`src/rtl/dnd_pkg.sv`:
```
// Shared types and constants of the DNS name decompressor.
`default_nettype none

package dnd_pkg;

   localparam int CHAR_W     = 8;
   localparam int TEXT_AW    = 8;
   localparam int USED_W     = 10;
   localparam int COUNT_W    = 3;
   localparam int LABEL_W    = 6;

   localparam logic [1:0]        PTR_TAG   = 2'b11;
   localparam logic [CHAR_W-1:0] DOT_CHAR  = 8'h2E;
   localparam logic [CHAR_W-1:0] ZERO_CHAR = 8'h00;

   // One character write into the text buffer.
   typedef struct packed {
      logic                valid;
      logic [TEXT_AW-1:0]  addr;
      logic [CHAR_W-1:0]   chr;
   } push_type;

   // Hand-off from the name walker to the group emitter.
   typedef struct packed {
      logic                go;
      logic                error;
      logic [TEXT_AW-1:0]  text_len;
      logic [USED_W-1:0]   used;
   } emit_cmd_type;

endpackage

`default_nettype wire

```
`src/rtl/dnd_group_emitter.sv`:
```
// Text buffer and four-character result emitter of the DNS name decompressor.
`default_nettype none

module dnd_group_emitter (
   input  wire                              clock,
   input  wire                              reset,
   input  wire  dnd_pkg::push_type          push,
   input  wire  dnd_pkg::emit_cmd_type      cmd,
   output logic                             emit_busy,
   output logic                             rsp_valid,
   output logic [dnd_pkg::CHAR_W-1:0]       rsp_char_a,
   output logic [dnd_pkg::CHAR_W-1:0]       rsp_char_b,
   output logic [dnd_pkg::CHAR_W-1:0]       rsp_char_c,
   output logic [dnd_pkg::CHAR_W-1:0]       rsp_char_d,
   output logic [dnd_pkg::COUNT_W-1:0]      rsp_char_count,
   output logic                             rsp_is_root,
   output logic [dnd_pkg::USED_W-1:0]       rsp_consumed_length,
   output logic                             rsp_error,
   output logic                             rsp_last
);

   localparam int TEXT_DEPTH = 1 << dnd_pkg::TEXT_AW;

   typedef enum logic {E_IDLE, E_RUN} emit_state_type;

   emit_state_type                  state_ff, state_in;
   logic [dnd_pkg::TEXT_AW-1:0]     tidx_ff, tidx_in;
   logic [dnd_pkg::TEXT_AW-1:0]     len_ff, len_in;
   logic [dnd_pkg::USED_W-1:0]      used_ff, used_in;
   logic [dnd_pkg::CHAR_W-1:0]      a_ff, a_in, b_ff, b_in, c_ff, c_in;
   logic [dnd_pkg::COUNT_W-1:0]     cnt_ff, cnt_in;
   logic [dnd_pkg::CHAR_W-1:0]      text_q_ff;
   logic [dnd_pkg::CHAR_W-1:0]      text_mem [TEXT_DEPTH];

   logic                            valid_ff, valid_in;
   logic [dnd_pkg::CHAR_W-1:0]      ra_ff, ra_in, rb_ff, rb_in, rc_ff, rc_in, rd_ff, rd_in;
   logic [dnd_pkg::COUNT_W-1:0]     rcnt_ff, rcnt_in;
   logic                            rroot_ff, rroot_in;
   logic [dnd_pkg::USED_W-1:0]      rused_ff, rused_in;
   logic                            rerr_ff, rerr_in;
   logic                            rlast_ff, rlast_in;

   logic                            in_text;
   logic [dnd_pkg::CHAR_W-1:0]      cur_char;
   logic                            group_last;

   assign in_text    = tidx_ff < len_ff;
   assign cur_char   = in_text ? text_q_ff : dnd_pkg::ZERO_CHAR;
   assign group_last = ({1'b0, tidx_ff} + 9'd1) >= {1'b0, len_ff};

   always_comb begin
      state_in = state_ff;
      tidx_in  = tidx_ff;
      len_in   = len_ff;
      used_in  = used_ff;
      a_in     = a_ff;
      b_in     = b_ff;
      c_in     = c_ff;
      cnt_in   = cnt_ff;
      valid_in = 1'b0;
      ra_in    = ra_ff;
      rb_in    = rb_ff;
      rc_in    = rc_ff;
      rd_in    = rd_ff;
      rcnt_in  = rcnt_ff;
      rroot_in = rroot_ff;
      rused_in = rused_ff;
      rerr_in  = rerr_ff;
      rlast_in = rlast_ff;
      unique case (state_ff)
         E_IDLE: begin
            if (cmd.go && cmd.error) begin
               // failed walk: one all-zero result with error and last
               valid_in = 1'b1;
               ra_in    = dnd_pkg::ZERO_CHAR;
               rb_in    = dnd_pkg::ZERO_CHAR;
               rc_in    = dnd_pkg::ZERO_CHAR;
               rd_in    = dnd_pkg::ZERO_CHAR;
               rcnt_in  = '0;
               rroot_in = 1'b0;
               rused_in = '0;
               rerr_in  = 1'b1;
               rlast_in = 1'b1;
            end else if (cmd.go) begin
               len_in   = cmd.text_len;
               used_in  = cmd.used;
               tidx_in  = '0;
               state_in = E_RUN;
            end
         end
         E_RUN: begin
            cnt_in  = ((tidx_ff[1:0] == 2'd0) ? 3'd0 : cnt_ff) + {2'b00, in_text};
            tidx_in = tidx_ff + 8'd1;
            unique case (tidx_ff[1:0])
               2'd0: a_in = cur_char;
               2'd1: b_in = cur_char;
               2'd2: c_in = cur_char;
               default: begin
                  valid_in = 1'b1;
                  ra_in    = a_ff;
                  rb_in    = b_ff;
                  rc_in    = c_ff;
                  rd_in    = cur_char;
                  rcnt_in  = cnt_in;
                  rroot_in = (len_ff == '0);
                  rused_in = group_last ? used_ff : '0;
                  rerr_in  = 1'b0;
                  rlast_in = group_last;
                  if (group_last) begin
                     state_in = E_IDLE;
                  end
               end
            endcase
         end
      endcase
   end

   always_ff @(posedge clock) begin
      if (reset) begin
         state_ff <= E_IDLE;
         valid_ff <= 1'b0;
      end else begin
         state_ff <= state_in;
         valid_ff <= valid_in;
      end
      tidx_ff  <= tidx_in;
      len_ff   <= len_in;
      used_ff  <= used_in;
      a_ff     <= a_in;
      b_ff     <= b_in;
      c_ff     <= c_in;
      cnt_ff   <= cnt_in;
      ra_ff    <= ra_in;
      rb_ff    <= rb_in;
      rc_ff    <= rc_in;
      rd_ff    <= rd_in;
      rcnt_ff  <= rcnt_in;
      rroot_ff <= rroot_in;
      rused_ff <= rused_in;
      rerr_ff  <= rerr_in;
      rlast_ff <= rlast_in;
   end

   // text buffer: one write, one registered read addressed ahead by the next index
   always_ff @(posedge clock) begin
      if (push.valid) begin
         text_mem[push.addr] <= push.chr;
      end
      text_q_ff <= text_mem[tidx_in];
   end

   assign emit_busy           = (state_ff == E_RUN);
   assign rsp_valid           = valid_ff;
   assign rsp_char_a          = ra_ff;
   assign rsp_char_b          = rb_ff;
   assign rsp_char_c          = rc_ff;
   assign rsp_char_d          = rd_ff;
   assign rsp_char_count      = rcnt_ff;
   assign rsp_is_root         = rroot_ff;
   assign rsp_consumed_length = rused_ff;
   assign rsp_error           = rerr_ff;
   assign rsp_last            = rlast_ff;

   a_err_shape: assert property (@(posedge clock) disable iff (reset)
      (rsp_valid && rsp_error) |-> (rsp_last && rsp_char_count == '0 &&
                                    rsp_consumed_length == '0))
      else $error("error result carries data");

   a_count_range: assert property (@(posedge clock) disable iff (reset)
      rsp_valid |-> (rsp_char_count <= 3'd4))
      else $error("character count above four");

   a_spacing: assert property (@(posedge clock) disable iff (reset)
      rsp_valid |=> !rsp_valid)
      else $error("results on adjacent cycles");

endmodule

`default_nettype wire

```
`config.mk`:
```
export PLATFORM = sky130hd
export DESIGN_NAME = dnd_group_emitter
export DESIGN_NICKNAME = d
export VERILOG_FILES = /design/src/rtl/dnd_pkg.sv /design/src/rtl/dnd_group_emitter.sv
export SDC_FILE = /design/constraint.sdc
export NUM_CORES = 2
export LEC_CHECK = 0
export BUFFER_PORTS_ARGS = -buffer_cell sky130_fd_sc_hd__buf_2
export CAP_MARGIN = 10
export CORE_ASPECT_RATIO = 1.2
export CORE_MARGIN = 4
export CORE_UTILIZATION = 63
export CTS_BUF_LIST = sky130_fd_sc_hd__clkbuf_16
export DETAILED_ROUTE_END_ITERATION = 10
export HOLD_SLACK_MARGIN = 0.03
export PLACE_DENSITY_LB_ADDON = 0.15
export SLEW_MARGIN = 25
export SYNTH_ARGS = -nofsm -noshare
export SYNTH_HDL_FRONTEND = slang
export SYNTH_SLANG_ARGS = --single-unit
```
`constraint.sdc`:
```
create_clock -name clock -period 6.55 [get_ports clock]
set_input_delay 1.31 -clock clock [delete_from_list [all_inputs] [get_ports clock]]
set_output_delay 1.31 -clock clock [all_outputs]
set_load 0.02 [all_outputs]
```
==> reports/metrics.cfg <==
[route]
firstDrtPassIters=6
finalWirelength_um=222900
avgViaCountPerCell=6.805
drtIter0Drc=6724
vias=48870
wl_per_cell_um=31.03
ant_nets=0
drc=0

[clocking]
clkTransAtPathRegs_ns=0.06
cts.repair.resized=0
cts_buffers=196
cts_hold_buf=0
clock_latency_ns=0.84
cts_tree=done
cts_num_sinks=2159
clockBufferDepth=3
cts_setup_buffers=0
htree_levels=4
root_buffer=clkbuf_16

[synthesis]
seq_area_frac_synth_pct=75.88
mappedNetlistNets=5253
synthFlopType=edfxtp_1
synth-edff-count=2141
yosys_warnings=0
syn_area_sq_um=85200
synth_area_per_cell_sq_um=16.41
async_reset_ff_share_pct=0
syn-instance-count=5192
synth_seq_cells=2159
yosys.cell_types.count=70

[sta]
finalCritPeriodShare_pct=80.45
fin_setup_tns_ns=0
fin_worst_skew_ns=0.03842
rsz0062_at_grt=false
finalSetupViolCount=0
timing.final.ws_setup_ns=1.280
clock.fmax_ghz=0.1898
max-slew-margin-rel_pct=28.56
tightestPinTransition_ns=1.072
maxSlewViolCount=0
final_hold_viol_count=0
min_period_ns=5.270

[placed_design]
post-dp-hpwl_um=131500
io_buffers=88
placed_area_sq_um=87480
gp_congestion=0.8676
dp_slack_ns=0.7392
dp.cells=6814

[critical_path]
path_class=flop to flop
worst-path-max-fanout=26
critPathLaunchType=flop
cp-end-kind=flop
cp.required_ns=7.28
critPathArrivalTime_ns=6.00

[final_layout]
area_growth_pct=10.09
stdcell_count=7182
final_nets=5288
drive_above_1_share_pct=13.30
fillCellCount=8342
final_cell_area_sq_um=93800
final_core_util_pct=69.95

[power]
peakVddDrop_mv=0.2642
power_density_nw_per_um2=322.9
leakagePower_nw=29.92

[global_routing]
grt_max_degree=239
grt_util_met1_pct=43.34
grt-busiest-layer=met2
met2_usage_pct=50.21
grt_use_total_pct=31.75
grt_pass1_wl_um=323700
antenna_found_initial=4
use_met3_pct=6.445
grt_pass1_vias=46890
grt_overflow_total=0

[floorplanning]
die-area_sq_um=141200
io_pins=89
die_y_um=410.8
rows=147
initial_core_util_pct=63.54
fp.dieW_um=343.7
core_area_sq_um=134100

[min_path]
holdCritPathClass=flop to flop

[run]
cap_viol_max_count=0

[status]
status=complete, no violations

-- report_power, final --
group	switching (mW)	total (mW)	internal [mW]
Combinational	2.52	3.77	1.24
Sequential	0.0827	15.4	15.3
Clock	5.01	11.1	6.14
Total	7.62	30.3	22.7
-- registers in the layout (all words and copies together), names as in the netlist, 3 cells and up --
| signal | flops |
|---|---|
| rsp_char_c | 8 |
| rsp_consumed_length | 10 |
| c_ff | 8 |
| cnt_ff | 3 |
| rsp_char_b | 8 |
| rsp_char_a | 8 |
| a_ff | 8 |
| rsp_char_d | 8 |
| b_ff | 8 |
| tidx_ff | 8 |
| len_ff | 8 |
| used_ff | 10 |
| text_mem | 2048 |
| text_q_ff | 8 |
| rsp_char_count | 3 |
-- final timing paths --
| check | cells past startpoint | start | slack (ns) | end |
|---|---|---|---|---|
| max | 11 | tidx_ff[1] | 1.28 | text_q_ff[5] |
| max reg2reg | 11 | tidx_ff[1] | 1.28 | text_q_ff[5] |
| min | 1 | c_ff[0] | 0.52 | rsp_char_c[0] |
| min reg2reg | 1 | c_ff[0] | 0.52 | rsp_char_c[0] |
-- synth_stat cells (5+ instances only) --
cell,n,area (sq um)
nor2_1,273,1025
nor4_1,5,31.28
o2111ai_1,98,858.3
buf_1,22,82.58
nor3_1,16,80.08
buf_6,13,146.4
and3_1,15,93.84
mux2i_1,163,1632
o21ai_0,15,75.07
nor2b_1,13,81.33
a31oi_1,64,400.4
clkbuf_1,143,536.8
buf_4,45,337.8
dfxtp_1,18,360.4
a21oi_1,130,650.6
a311oi_1,5,43.79
nand2b_1,9,56.30
a22oi_1,37,277.8
nand2_1,758,2845
a32o_1,6,60.06
o21a_1,10,75.07
a22o_1,5,43.79
edfxtp_1,2141,64290
a41oi_1,12,105.1
nand4_1,37,231.5
nand3_1,221,1106
inv_1,106,397.9
a2111oi_0,45,394.1
buf_2,138,690.7
mux4_2,213,4797
a32oi_1,83,727.0
a221oi_1,38,332.8
inv_2,5,18.77
o22ai_1,55,344.1
a41o_1,5,50.05
o211a_1,9,90.09
ha_1,22,275.3
nor3b_1,8,60.06
o211ai_1,92,690.7
and2_1,34,212.7
o22a_1,16,140.1
-- metal layers --
metal,vias to the layer above,wire length [um]
li1,20480,-
met1,24650,80790
met2,3135,107100
met3,602,23170
met4,2,11760
met5,-,17
-- layout make-up --
type	instances	area, sq um	share of cell area [%]
diodes	5	12.51	0.01334
clock buffers	198	4955	5.283
clock inverters	162	1265	1.349
inverters	111	427.9	0.4562
multi-input cells	2560	18490	19.72
flip-flops and latches	2159	64650	68.93
well taps	1788	2237	2.385
repair buffers	199	1750	1.866
-- stage by stage --
step / hold WS (ns) / power, mW
2_1_floorplan: 0.5026 / 18.05
3_3_place_gp: 0.5068 / 19.34
3_5_place_dp: 0.5111 / 19.39
4_1_cts: 0.5269 / 30.31
5_1_grt: 0.5463 / 31.15
6_report: 0.5249 / 30.29
-- worst max-delay path: stages (launching register included) --
cell and delay [ns]:
dfxtp_1 0.57, ha_1 0.51, and3_1 0.29, mux2i_1 0.69
or3_1 0.25, buf_4 0.43, nand3_1 0.58, buf_4 0.38
a221oi_1 0.60, o22ai_1 0.29, o21a_1 0.30, a41o_1 0.25
-- kinds of logic after synthesis --
group / synth area share [%]
fa+ha+maj: 0.3231
simple gates: 6.999
xor+xnor: 0.08223
buf+inv: 2.618
mux: 7.545
compound gates: 6.550
flops: 75.88
-- layout by cell type (no fill, tap or decap), drive strengths merged, types with 8 or more instances in the layout --
master   synthesis  final
and3            15     15
a21oi          131    131
edfxtp        2141   2141
a41oi           12     12
nor2           275    275
buf            219    191
inv            111    176
mux4           213    213
ha              22     22
nor3            18     18
nor2b           14     14
o21ai           16     16
o2111ai         98     98
mux2i          163    163
a2111oi         46     46
a31oi           64     64
nand4           37     37
o211ai          92     92
clkinv           0     78
a32oi           83     83
and2            34     34
nand3          221    221
o22ai           55     55
clkbuf         143    206
nand2          758    758
nor3b            8      8
o21a            10     10
o211a            9      9
dfxtp           18     18
nand2b           9      9
a22oi           37     37
bufinv           0     16
o22a            16     16
a221oi          38     38
No activity file was read; power rests on OpenSTA's default activity.
